==> src/hw/rtl/wsm_pkg.sv <==
package wsm_pkg;

  typedef struct packed {
    logic [7:0] byte_value;
    logic       last_byte;
  } in_beat_t;

  typedef struct packed {
    logic               result_kind;
    logic signed [31:0] sample;
    logic [1:0]         status_code;
    logic [31:0]        rate_out;
    logic [31:0]        frame_count;
    logic               final_flag;
  } out_beat_t;

  typedef enum logic [6:0] {
    PH_HEADER     = 7'b0000001,
    PH_CHUNK_HEAD = 7'b0000010,
    PH_BODY       = 7'b0000100,
    PH_PAD        = 7'b0001000,
    PH_DATA       = 7'b0010000,
    PH_TAIL       = 7'b0100000,
    PH_FAIL       = 7'b1000000
  } phase_t;

  typedef enum logic [4:0] {
    S_IDLE = 5'b00001,
    S_CONV = 5'b00010,
    S_DIV  = 5'b00100,
    S_SAMP = 5'b01000,
    S_STAT = 5'b10000
  } state_t;

  typedef struct packed {
    logic parse;
    logic conv;
    logic div_start;
    logic div_step;
    logic clear;
    logic status_sel;
  } cmd_t;

  typedef struct packed {
    logic samp_complete;
    logic frame_done;
    logic div_last;
  } stat_t;

  localparam logic [1:0] ST_OK          = 2'd0;
  localparam logic [1:0] ST_NOT_WAV     = 2'd1;
  localparam logic [1:0] ST_NO_DATA     = 2'd2;
  localparam logic [1:0] ST_UNSUPPORTED = 2'd3;

  localparam logic [0:0] KIND_SAMPLE = 1'b0;
  localparam logic [0:0] KIND_STATUS = 1'b1;

  localparam logic [31:0] TAG_FMT  = 32'h2074_6D66;
  localparam logic [31:0] TAG_DATA = 32'h6174_6164;
  localparam logic [15:0] FMT_PCM        = 16'h0001;
  localparam logic [15:0] FMT_FLOAT      = 16'h0003;
  localparam logic [15:0] FMT_EXTENSIBLE = 16'hFFFE;

  function automatic logic [7:0] magic_byte(input logic [3:0] idx);
    logic [7:0] r;
    unique case (idx)
      4'd0: r = 8'h52;
      4'd1: r = 8'h49;
      4'd2: r = 8'h46;
      4'd3: r = 8'h46;
      4'd8: r = 8'h57;
      4'd9: r = 8'h41;
      4'd10: r = 8'h56;
      4'd11: r = 8'h45;
      default: r = 8'h00;
    endcase
    return r;
  endfunction

  function automatic logic signed [31:0] float_to_q31(input logic [31:0] w);
    logic [7:0]  e;
    logic [30:0] mant;
    logic [30:0] mag;
    logic [7:0]  sh;
    logic signed [31:0] r;
    e = w[30:23];
    mant = {w[22:0] == 23'd0 ? 1'b1 : 1'b1, w[22:0], 7'd0};
    sh = 8'd126 - e;
    mag = mant >> sh[4:0];
    if (e == 8'hFF) begin
      if (w[22:0] != 23'd0) r = 32'sd0;
      else r = w[31] ? 32'sh8000_0000 : 32'sh7FFF_FFFF;
    end else if (e == 8'd0 || e < 8'd96) begin
      r = 32'sd0;
    end else if (e >= 8'd127) begin
      r = w[31] ? 32'sh8000_0000 : 32'sh7FFF_FFFF;
    end else begin
      r = w[31] ? -$signed({1'b0, mag}) : $signed({1'b0, mag});
    end
    return r;
  endfunction

  function automatic logic signed [31:0] convert_sample(input logic [31:0] w,
                                                       input logic is_float,
                                                       input logic [2:0] sbytes);
    logic signed [31:0] r;
    if (is_float) begin
      r = float_to_q31(w);
    end else begin
      unique case (sbytes)
        3'd1: r = $signed({~w[7], w[6:0], 24'd0});
        3'd2: r = $signed({w[15:0], 16'd0});
        3'd3: r = $signed({w[23:0], 8'd0});
        default: r = $signed(w);
      endcase
    end
    return r;
  endfunction

endpackage

==> src/hw/rtl/wsm_ctrl.sv <==
module wsm_ctrl
  import wsm_pkg::*;
(
  input  logic  clk,
  input  logic  rst,
  input  logic  in_valid,
  input  logic  in_last,
  output logic  in_stall,
  output logic  out_valid,
  input  logic  out_stall,
  input  stat_t stat,
  output cmd_t  cmd
);

  state_t state, state_next;
  logic   last_pend, last_pend_next;
  logic   in_acc;
  logic   out_acc;

  assign in_stall  = (state != S_IDLE);
  assign out_valid = (state == S_SAMP) || (state == S_STAT);
  assign in_acc    = in_valid && (state == S_IDLE);
  assign out_acc   = out_valid && !out_stall;

  always_comb begin
    state_next = state;
    last_pend_next = last_pend;
    cmd = '0;
    cmd.status_sel = (state == S_STAT);
    unique case (state)
      S_IDLE: begin
        if (in_acc) begin
          cmd.parse = 1'b1;
          last_pend_next = in_last;
          if (stat.samp_complete) state_next = S_CONV;
          else if (in_last) state_next = S_STAT;
        end
      end
      S_CONV: begin
        cmd.conv = 1'b1;
        if (stat.frame_done) begin
          cmd.div_start = 1'b1;
          state_next = S_DIV;
        end else if (last_pend) begin
          state_next = S_STAT;
        end else begin
          state_next = S_IDLE;
        end
      end
      S_DIV: begin
        cmd.div_step = 1'b1;
        if (stat.div_last) state_next = S_SAMP;
      end
      S_SAMP: begin
        if (out_acc) state_next = last_pend ? S_STAT : S_IDLE;
      end
      S_STAT: begin
        if (out_acc) begin
          cmd.clear = 1'b1;
          last_pend_next = 1'b0;
          state_next = S_IDLE;
        end
      end
      default: state_next = S_IDLE;
    endcase
  end

  always_ff @(posedge clk) begin
    if (rst) begin
      state <= S_IDLE;
      last_pend <= 1'b0;
    end else begin
      state <= state_next;
      last_pend <= last_pend_next;
    end
  end

endmodule

==> src/hw/rtl/wsm_dp.sv <==
module wsm_dp
  import wsm_pkg::*;
#(
  parameter int MAX_CHANNELS = 8
) (
  input  logic      clk,
  input  logic      rst,
  input  in_beat_t  in_data,
  input  cmd_t      cmd,
  output stat_t     stat,
  output out_beat_t out_data
);

  localparam int ACC_W = 32 + $clog2(MAX_CHANNELS);
  localparam int CH_W  = $clog2(MAX_CHANNELS + 1);
  localparam int CNT_W = $clog2(ACC_W);

  phase_t       phase;
  logic [31:0]  pos, tag, len, rate, frames;
  logic [15:0]  fmt_code, chans, bits;
  logic [2:0]   sbytes;
  logic [7:0]   ext_lo;
  logic [CH_W-1:0] ch_idx;
  logic signed [ACC_W-1:0] acc;
  logic         fmt_seen, capture;
  logic [1:0]   fail_code;
  logic [ACC_W-1:0] q;
  logic [CH_W-1:0]  rem;
  logic         neg;
  logic [CNT_W-1:0] dcnt;

  logic [7:0]   b;
  logic [31:0]  pos_inc, len_full;
  logic         hdr_bad, bad2, bad3, fmt_ok;
  logic signed [31:0] cv;
  logic signed [ACC_W-1:0] acc_sum;
  logic [ACC_W-1:0] mag;
  logic [CH_W-1:0]  dvs;
  logic [CH_W:0]    rem_sh;
  logic         ge;
  logic [1:0]   code;
  logic signed [31:0] quo;

  assign b        = in_data.byte_value;
  assign pos_inc  = pos + 32'd1;
  assign len_full = {b, len[23:0]};
  assign hdr_bad  = (pos < 32'd4 || pos >= 32'd8) && (b != magic_byte(pos[3:0]));
  assign bad2     = (chans == 16'd0) || (rate == 32'd0) || rate[31];
  assign fmt_ok   = ((fmt_code == FMT_PCM) && (bits == 16'd8 || bits == 16'd16 ||
                     bits == 16'd24 || bits == 16'd32)) ||
                    ((fmt_code == FMT_FLOAT) && (bits == 16'd32));
  assign bad3     = !fmt_ok || (chans > 16'(MAX_CHANNELS));

  assign cv      = convert_sample(tag, fmt_code == FMT_FLOAT, sbytes);
  assign acc_sum = acc + ACC_W'(cv);
  assign mag     = acc_sum[ACC_W-1] ? ACC_W'(-acc_sum) : ACC_W'(acc_sum);
  assign dvs     = chans[CH_W-1:0];
  assign rem_sh  = {rem, q[ACC_W-1]};
  assign ge      = rem_sh >= {1'b0, dvs};
  assign quo     = neg ? -$signed(q[31:0]) : $signed(q[31:0]);

  assign stat.samp_complete = (phase == PH_DATA) && (pos_inc >= {29'd0, sbytes});
  assign stat.frame_done = ((CH_W+1)'(ch_idx) + (CH_W+1)'(1)) >= {1'b0, dvs};
  assign stat.div_last = (dcnt == CNT_W'(ACC_W - 1));

  always_comb begin
    unique case (phase)
      PH_HEADER: code = ST_NOT_WAV;
      PH_FAIL: code = fail_code;
      PH_DATA, PH_TAIL: code = ST_OK;
      default: code = ST_NO_DATA;
    endcase
  end

  always_comb begin
    if (cmd.status_sel) begin
      out_data.result_kind = KIND_STATUS;
      out_data.sample      = 32'sd0;
      out_data.status_code = code;
      out_data.rate_out    = (code == ST_OK) ? rate : 32'd0;
      out_data.frame_count = (code == ST_OK) ? frames : 32'd0;
      out_data.final_flag  = 1'b1;
    end else begin
      out_data.result_kind = KIND_SAMPLE;
      out_data.sample      = quo;
      out_data.status_code = ST_OK;
      out_data.rate_out    = rate;
      out_data.frame_count = frames;
      out_data.final_flag  = 1'b0;
    end
  end

  always_ff @(posedge clk) begin
    if (rst || cmd.clear) begin
      phase <= PH_HEADER;
      pos <= '0; tag <= '0; len <= '0; rate <= '0; frames <= '0;
      fmt_code <= '0; chans <= '0; bits <= '0; sbytes <= '0; ext_lo <= '0;
      ch_idx <= '0; acc <= '0; fmt_seen <= 1'b0; capture <= 1'b0;
      fail_code <= ST_OK;
    end else if (cmd.parse) begin
      unique case (phase)
        PH_HEADER: begin
          if (hdr_bad) begin
            phase <= PH_FAIL;
            fail_code <= ST_NOT_WAV;
          end else if (pos_inc >= 32'd12) begin
            pos <= '0;
            phase <= PH_CHUNK_HEAD;
          end else begin
            pos <= pos_inc;
          end
        end
        PH_CHUNK_HEAD: begin
          unique case (pos[2:0])
            3'd0: tag <= {24'd0, b};
            3'd1: tag[15:8] <= b;
            3'd2: tag[23:16] <= b;
            3'd3: tag[31:24] <= b;
            3'd4: len <= {24'd0, b};
            3'd5: len[15:8] <= b;
            3'd6: len[23:16] <= b;
            default: len[31:24] <= b;
          endcase
          pos <= pos_inc;
          if (pos[2:0] == 3'd7) begin
            pos <= '0;
            if (tag == TAG_DATA && fmt_seen) begin
              if (bad2) begin
                phase <= PH_FAIL;
                fail_code <= ST_NO_DATA;
              end else if (bad3) begin
                phase <= PH_FAIL;
                fail_code <= ST_UNSUPPORTED;
              end else begin
                sbytes <= bits[5:3];
                ch_idx <= '0;
                acc <= '0;
                tag <= '0;
                phase <= (len_full == 32'd0) ? PH_TAIL : PH_DATA;
              end
            end else begin
              if (tag == TAG_FMT && len_full >= 32'd16) capture <= 1'b1;
              phase <= (len_full == 32'd0) ? PH_CHUNK_HEAD : PH_BODY;
            end
          end
        end
        PH_BODY: begin
          if (capture) begin
            priority case (pos)
              32'd0: fmt_code <= {8'd0, b};
              32'd1: fmt_code[15:8] <= b;
              32'd2: chans <= {8'd0, b};
              32'd3: chans[15:8] <= b;
              32'd4: rate <= {24'd0, b};
              32'd5: rate[15:8] <= b;
              32'd6: rate[23:16] <= b;
              32'd7: rate[31:24] <= b;
              32'd14: bits <= {8'd0, b};
              32'd15: begin
                bits[15:8] <= b;
                fmt_seen <= 1'b1;
              end
              32'd24: ext_lo <= b;
              32'd25: if (fmt_code == FMT_EXTENSIBLE) fmt_code <= {b, ext_lo};
              default: ;
            endcase
          end
          pos <= pos_inc;
          if (pos_inc == len) begin
            pos <= '0;
            capture <= 1'b0;
            phase <= len[0] ? PH_PAD : PH_CHUNK_HEAD;
          end
        end
        PH_PAD: phase <= PH_CHUNK_HEAD;
        PH_DATA: begin
          unique case (pos[1:0])
            2'd0: tag <= {24'd0, b};
            2'd1: tag[15:8] <= b;
            2'd2: tag[23:16] <= b;
            default: tag[31:24] <= b;
          endcase
          pos <= stat.samp_complete ? 32'd0 : pos_inc;
          len <= len - 32'd1;
          if (len == 32'd1) phase <= PH_TAIL;
        end
        default: ;
      endcase
    end else if (cmd.conv) begin
      if (stat.frame_done) begin
        acc <= '0;
        ch_idx <= '0;
        frames <= frames + 32'd1;
      end else begin
        acc <= acc_sum;
        ch_idx <= ch_idx + CH_W'(1);
      end
    end
  end

  always_ff @(posedge clk) begin
    if (cmd.div_start) begin
      q <= mag;
      rem <= '0;
      neg <= acc_sum[ACC_W-1];
      dcnt <= '0;
    end else if (cmd.div_step) begin
      rem <= ge ? CH_W'(rem_sh - {1'b0, dvs}) : rem_sh[CH_W-1:0];
      q <= {q[ACC_W-2:0], ge};
      dcnt <= dcnt + CNT_W'(1);
    end
  end

endmodule

==> src/hw/rtl/wav_stream_to_mono_pcm_top.sv <==
// Streaming WAV decoder: takes one file byte per beat, checks the RIFF/WAVE
// header, walks chunks, reads the fmt chunk and decodes the first data chunk
// after it into one channel-averaged Q1.31 sample per frame, then gives a final
// status beat on the last byte and starts over for the next file. Bytes are
// accepted only in the idle state; the byte that completes a sample is followed
// by a conversion step, and the byte that completes a frame also by a bit-serial
// division of the channel sum by the channel count and then by the offered sample
// beat, held while the output stalls. The last byte of a file likewise leads to
// the status beat. The input is stalled for as long as any of these steps runs.
module wav_stream_to_mono_pcm_top
  import wsm_pkg::*;
#(
  parameter int MAX_CHANNELS = 8
) (
  input  logic      clk,
  input  logic      rst,
  input  in_beat_t  in_data,
  input  logic      in_valid,
  output logic      in_stall,
  output out_beat_t out_data,
  output logic      out_valid,
  input  logic      out_stall
);

  cmd_t  cmd;
  stat_t stat;

  wsm_ctrl u_ctrl (
    .clk       (clk),
    .rst       (rst),
    .in_valid  (in_valid),
    .in_last   (in_data.last_byte),
    .in_stall  (in_stall),
    .out_valid (out_valid),
    .out_stall (out_stall),
    .stat      (stat),
    .cmd       (cmd)
  );

  wsm_dp #(
    .MAX_CHANNELS (MAX_CHANNELS)
  ) u_dp (
    .clk      (clk),
    .rst      (rst),
    .in_data  (in_data),
    .cmd      (cmd),
    .stat     (stat),
    .out_data (out_data)
  );

endmodule
==> config.mk <==
export PLATFORM = sky130hd
export DESIGN_NAME = wav_stream_to_mono_pcm_top
export DESIGN_NICKNAME = d
export VERILOG_FILES = /design/src/hw/rtl/wsm_pkg.sv /design/src/hw/rtl/wsm_ctrl.sv /design/src/hw/rtl/wsm_dp.sv /design/src/hw/rtl/wav_stream_to_mono_pcm_top.sv
export SDC_FILE = /design/constraint.sdc
export NUM_CORES = 1
export LEC_CHECK = 0
export BUFFER_PORTS_ARGS = -buffer_cell sky130_fd_sc_hd__buf_2
export CORE_UTILIZATION = 50
export CTS_CLUSTER_SIZE = 12
export DETAILED_ROUTE_END_ITERATION = 8
export GPL_TIMING_DRIVEN = 0
export PLACE_DENSITY_LB_ADDON = 0.2
export SKIP_LAST_GASP = 1
export SLEW_MARGIN = 20
export SYNTH_ARGS = -nofsm -noshare
export SYNTH_HDL_FRONTEND = slang
export SYNTH_SLANG_ARGS = --single-unit
==> constraint.sdc <==
create_clock -name clk -period 8.8 [get_ports clk]
set_clock_uncertainty 0.05 [all_clocks]
set_input_delay 0 -clock clk [delete_from_list [all_inputs] [get_ports clk]]
set_output_delay 0 -clock clk [all_outputs]
set_load 0.05 [all_outputs]
**After elaboration in Yosys (flattened, before gate mapping)**

Memories as Yosys holds them, arrays and structs flattened. A register that Yosys moved wholly into a read port is not among the register bits.
Cells that the tools add are included.
Widths: inputs -> output; s select.

- Register bits: 321
- Bits in read-only memories: 96
- Input port bits: 13
- Output and inout port bits: 102
- Word-level logic and storage cells: 327
- Memories: 1

- Add/sub/neg operators: 12
- Order comparisons: 10
- Equal/unequal tests: 79
- Shifts and indexed selects: 1
- Muxes and demuxes: 109
- Bitwise gates (word level): 4
- Reduce and logical (&&, ||, !) cells: 77

Memory list:

| name | words | width | read ports | clocked after Yosys merged registers in | wr ports | RTL line | RTL |
|---|---|---|---|---|---|---|---|
| (no name shown) | 16 | 6 | 1 | 1 | 0 | wsm_pkg.sv:66 | `unique case (idx)` |

Operators with widths:

| cell | count |
|---|---|
| $mux 32 | 19 |
| $mux 35 | 11 |
| $pmux 8 s2 | 15 |
| $eq 32x3->1 const B | 4 |
| $pmux 32 s2 | 2 |
| $pmux 32 s4 | 1 |
| $mux 100 | 1 |
| $logic_not 32->1 | 3 |
| $pmux 32 s3 | 1 |
| $add 32x1->32 const B | 2 |
| $eq 32x1->1 const B | 2 |
| $eq 32x2->1 const B | 2 |
| $eq 32x4->1 const B | 2 |
| $eq 32x5->1 const B | 2 |
| $ge 32x4->1 const B | 2 |
| $mux 7 | 8 |
| $mux 4 | 12 |
| $mux 5 | 8 |
| $reduce_and 4->1 | 10 |
| $add 35x32->35 | 1 |
| $neg 35->35 | 1 |
| $pmux 7 s5 | 1 |
| $reduce_and 3->1 | 11 |
| $eq 16x5->1 const B | 2 |
| other kinds (78) | 169 |

**Longest topological paths before layout**

- Word-level depth: 14
- Mapped depth: 36
- Depth with buffers taken out: 28

**Modules after synthesis**

A second synthesis with hierarchy kept.

- Cells, all modules: 3446
- Area total of the unflattened synthesis: 25747.2 sq um

Modules (own cells, without submodules):

| module | times used | cells an instance | area each (sq um) | sequential area each (sq um) |
|---|---|---|---|---|
| wsm_dp | 1 | 3387 | 25288.0 | 6786.5 |
| wsm_ctrl | 1 | 59 | 459.2 | 120.1 |

**Worst setup path before layout**

No wires, ideal clock.

- Kind: register to register
- Start point: register u_dp.tag[23]
- End point: register u_dp.q[33], data pin
- Library setup time: 0.265 ns
- Arrival time: 7.127 ns
- Data required time: 8.485 ns
- Path slack: 1.358 ns
- Stages on the path, launching flop included: 30
- Buffers on the path: 4
- Clock period less this slack: 7.442 ns
- Path through: dfxtp_1 buf_4 buf_6 clkinv_1 ha_1 buf_2 buf_2 mux2_2 mux2_2 mux2_2 a21o_1 mux2i_1 nand3_1 nor4b_4 nand2b_1 a22o_1 a211oi_1 o22ai_1 ha_1 a21oi_1 nand2b_1 o21ai_0 nor3_1 a211oi_1 o311ai_0 or3_1 nor4_1 nand3b_1 and4_1 or3_1

- Cells in the longest elaborated chain, start to end: 12
- Elaborated cells between the ends (all ways): 18
- Classes of those cells: add/sub (4); order compare (2); eq/ne (1); shift (1); mux (8); reduce/logical (2)

RTL lines:

| item | RTL line | RTL |
|---|---|---|
| from (decl) | wsm_dp.sv:19 | `logic [31:0] pos, tag, len, rate, frames;` |
| from (signal assigned) | wsm_dp.sv:115 | `3'd0: tag <= {24'd0, b};` |
| from (signal assigned) | wsm_dp.sv:178 | `2'd0: tag <= {24'd0, b};` |
| $sub 5x5->5 | wsm_pkg.sv:88 | `sh = 8'd126 - e;` |
| $shr 31x5->31 | wsm_pkg.sv:89 | `mag = mant >> sh[4:0];` |
| $neg 31->32 | wsm_pkg.sv:98 | `r = w[31] ? -$signed({1'b0, mag}) : $signed({1'b0, mag});` |
| $mux 32 | wsm_pkg.sv:98 |  |
| $mux 32 | wsm_pkg.sv:95 | `end else if (e >= 8'd127) begin` |
| $mux 32 | wsm_pkg.sv:93 | `end else if (e == 8'd0 \|\| e < 8'd96) begin` |
| $mux 32 | wsm_pkg.sv:90 | `if (e == 8'hFF) begin` |
| $mux 32 * | wsm_pkg.sv:107 | `if (is_float) begin` |
| $add 35x32->35 * | wsm_dp.sv:55 | `assign acc_sum = acc + ACC_W'(cv);` |
| $neg 35->35 | wsm_dp.sv:56 | `assign mag = acc_sum[ACC_W-1] ? ACC_W'(-acc_sum) : ACC_W'(acc_sum);` |
| $mux 35 * | wsm_dp.sv:56 |  |
| $mux 35 * | wsm_dp.sv:202 | `if (cmd.div_start) begin` |
| to (signal assigned) | wsm_dp.sv:203 | `q <= mag;` |
| to (signal assigned) | wsm_dp.sv:209 | `q <= {q[ACC_W-2:0], ge};` |
| to (decl) | wsm_dp.sv:27 | `logic [ACC_W-1:0] q;` |

Mark *: on every way between the ends. The rest lies on a longest branch, timed or not.
A chain may end at the register's enable or synchronous reset.

**Final worst setup path**

Same ends and word-level chain as after synthesis.

==> results by group <==
Final layout
  • Synth-to-Final Area Change: 13.5%
  • Proportion of layout cells with a drive suffix above 1: between 10% and 20%
  • Ant. Diodes: 0
  • Fillcell total: 4751
  • Nets: 3564

Detailed routing
  • Initial DRC count: between 2k and 3k
  • Routed Wire Length: roughly 97000 µm
  • Wire per inst: around 23 µm
  • Vias per cell: 6.55
  • Via count: roughly 27k
  • Antenna Nets Post-Route: 0
  • Drt first pass iters: 9
  • Drt drc: 0

Yosys
  • Synthesized flop and latch total: 327
  • Synth warn: 0
  • EDFF count, synth: 36
  • Post-synth cell types: 90
  • Register area share after synthesis: around 28%
  • Post-synthesis area per instance: about 7.5 µm²
  • Synth Instances: roughly 3.3k
  • FFs w/ async S/R, synth: 0%
  • Net Count, Synth: ~3.4k
  • Most used DFF post-synth: dfxtp_1
  • Area contributors post-synth: dfxtp_1, nor2_1, nand2_1, a21oi_1, edfxtp_1
  • Mapped Area: 24800 µm²
  • Cell with the most instances after synthesis: nor2_1
  • Post-synth top area share: 23.5%
  • Area leader, netlist: dfxtp_1
  • Synth cell count leaders: nor2_1, nand2_1, dfxtp_1

CTS
  • Clock transition at path regs: 60 ps
  • Clk root buf: clkbuf_16
  • Total CTS buffers: 39
  • CTS tree: done
  • CTS H-Tree Depth: 2
  • Clock tree buffer depth: 3
  • Total clock sinks: approximately 330
  • Skew-Pair Late Insertion Delay: 590 ps

Pwr
  • PwrDens: approximately 140 nW/µm²
  • Peak supply drop: ~0.00013 V
  • Leak pwr: ~0.010 µW

Worst hold path
  • Worst Hold Path EP: u_dp.rate[31]$_SDFFE_PP0P_
  • Beginning of the worst hold path: in_data[8]
  • Number of cells on the worst hold path: 4
  • Path category of the worst min-delay check: primary input to register

Place
  • Pre-CTS setup slack: -1020 ps
  • Port Buffer Count: 114
  • Placer's final routability congestion estimate: 0.980
  • HPWL after DPL: ~72000 µm

Critical path
  • Critical Path AT: about 9000 ps
  • Reg2Reg Setup Slack: roughly 260 ps
  • Crit Path Class: register to register
  • CP top delay family: compound AO/OA/AOI/OAI gates
  • Critical path fanouts, max: 10
  • FF-to-FF path depth: 30
  • Worst path max stage delay: about 450 ps
  • Slowest-stage cell, CP: a311o_1
  • Reg-to-reg endpoint: u_dp.q[33]$_DFFE_PP_
  • Req. time, crit path: slightly above 9000 ps
  • Worst path buffer plus inverter count: 6
  • CP Launch Type: register
  • Crit path from: u_dp.tag[23]$_SDFFE_PP0P_
  • Critical path capture point type: register
  • Crit Reg-Reg Startpoint: u_dp.tag[23]$_SDFFE_PP0P_

STA
  • Max-slew headroom: 26.1%
  • Final hold slack: a little under 90 ps
  • Hold Vio Cnt, Final: 0
  • Final setup viols: 0
  • Slew @ Worst Pin: roughly 1100 ps
  • Minimum clock period: about 8500 ps
  • Max Slew Vio Count: 0
  • FMAX: around 120 MHz
  • Fin worst setup slack: about 260 ps
  • Final worst path period share: between 90% and 100%

GRT
  • Vias in the first global route: approximately 25k
  • GRT Total Usage: roughly 37%
  • First-pass GRT wire length: approximately 150000 µm
  • GRT Residual Overflow: 0
  • Largest net degree at the start of global routing: 36
  • Initial antenna violation count: 0

Die
  • Die X-Extent: 225 µm
  • Top Ports: 115
  • Die height: between 200 and 250 µm
  • Core ar.: 49000 µm²
  • Starting Density: 50.6%
  • Die area: approximately 50000 µm²
  • Rows: 81

Status
  • Status: finished, final reports clean

Run
  • Max-cap violations: 0
-- sequential cells by signal, indices dropped and copies added (netlist names), 3 cells and up, named ones only --
name,flops
u_dp.acc,35
u_dp.q,35
u_dp.frames,32
u_dp.len,32
u_dp.pos,32
u_dp.rate,32
u_dp.tag,32
u_dp.bits,16
u_dp.chans,16
u_dp.fmt_code,16
u_dp.ext_lo,8
u_dp.phase,7
u_dp.dcnt,6
u_ctrl.state,5
u_dp.ch_idx,4
u_dp.rem,4
u_dp.sbytes,3
-- metrics by stage --
step	setup TNS, ps	area [µm²]	cells	utilization, %	total power (µW)
global route	-43.4	28100	4177	57.5	4000
finish	0	28100	4177	57.5	3900
detailed placement	-20920	26200	4086	53.5	2130
floorplan	0	24800	3308	-	1960
global placement	-17610	26200	4086	53.5	2120
CTS	0	27800	4164	56.7	3880
-- routing by layer --
layer	up-vias	wire length, µm	global-route usage, %
li1	12510	-	-
met1	13193	40500	49.8
met2	1394	43900	59.2
met3	269	8060	5.53
met4	0	4350	15.8
met5	-	0	0
-- where the power goes --
group	internal, µW	switching, µW
Clock	1060	702
Combinational	156	430
Sequential	1520	26.1
Total	2740	1160
-- area by class of cell --
| type | count | area, µm² | area share (%) |
|---|---|---|---|
| Tap cell | 664 | 831 | 2.95 |
| Clock inverter | 15 | 246 | 0.876 |
| Sequential cell | 327 | 6910 | 24.6 |
| Inverter | 76 | 287 | 1.02 |
| Buffer | 249 | 1020 | 3.64 |
| Clock buffer | 54 | 1140 | 4.04 |
| Timing Repair Buffer | 139 | 778 | 2.77 |
| Multi-Input combinational cell | 2653 | 16900 | 60.2 |
-- kinds of logic after synthesis --
| kind of cell | share of synthesized area (%) |
|---|---|
| buffers and inverters | 5.31 |
| AND/OR/NAND/NOR | 28.0 |
| adder cells (fa/ha/maj) | 3.39 |
| multiplexers | 6.26 |
| flip-flops | 27.9 |
| AO/OA/AOI/OAI | 23.0 |
| XOR/XNOR | 6.13 |
-- worst max-delay path by stage --
stage,endpoint,slack (ps),cells past startpoint
2_1_floorplan,u_dp.q[33]$_DFFE_PP_,1360,29
3_3_place_gp,u_dp.q[34]$_DFFE_PP_,-920,27
3_5_place_dp,u_dp.q[28]$_DFFE_PP_,-1020,27
4_1_cts,u_dp.q[28]$_DFFE_PP_,3,29
5_1_grt,u_dp.q[33]$_DFFE_PP_,-40,29
6_report,u_dp.q[33]$_DFFE_PP_,260,30
-- what timing repair did --
item / CTS / global route
hold buffers: 8 / 0
endpoints found under the setup margin: 36 / 36
resized for setup: 24 / 52
pin swaps: 1 / 10
endpoints found under the hold margin: 12 / 0
setup buffers: 1 / 16
-- worst reg2reg max path: cells and delay by family, from the launching register on --
kind | cells | cell delay (ps)
flip-flops | 1 | 370
AND/OR/NAND/NOR | 7 | 1620
buffers and inverters | 6 | 1190
AO/OA/AOI/OAI | 10 | 2830
adder cells (fa/ha/maj) | 2 | 700
multiplexers | 5 | 1510
-- cell usage in the layout, fill, tap and decap left out, types with 22 or more instances in the layout --
master,instances
a211oi_1,32
xnor2_1,79
buf_4,28
nor2_1,407
edfxtp_1,36
and3_1,35
dfxtp_1,291
inv_1,73
a22oi_1,123
o31ai_1,40
nor4_1,56
a31oi_1,46
mux2i_1,91
o21ai_0,180
nand2_1,313
nor3_1,97
xor2_1,71
or4_1,29
clkbuf_16,39
buf_2,136
or3_1,48
nand3_1,160
a21oi_1,217
and2_1,89
a21o_1,30
clkbuf_1,201
nand2b_1,26
mux4_2,22
ha_1,60
nand4_1,51
(Power assumes the default switching activity.)
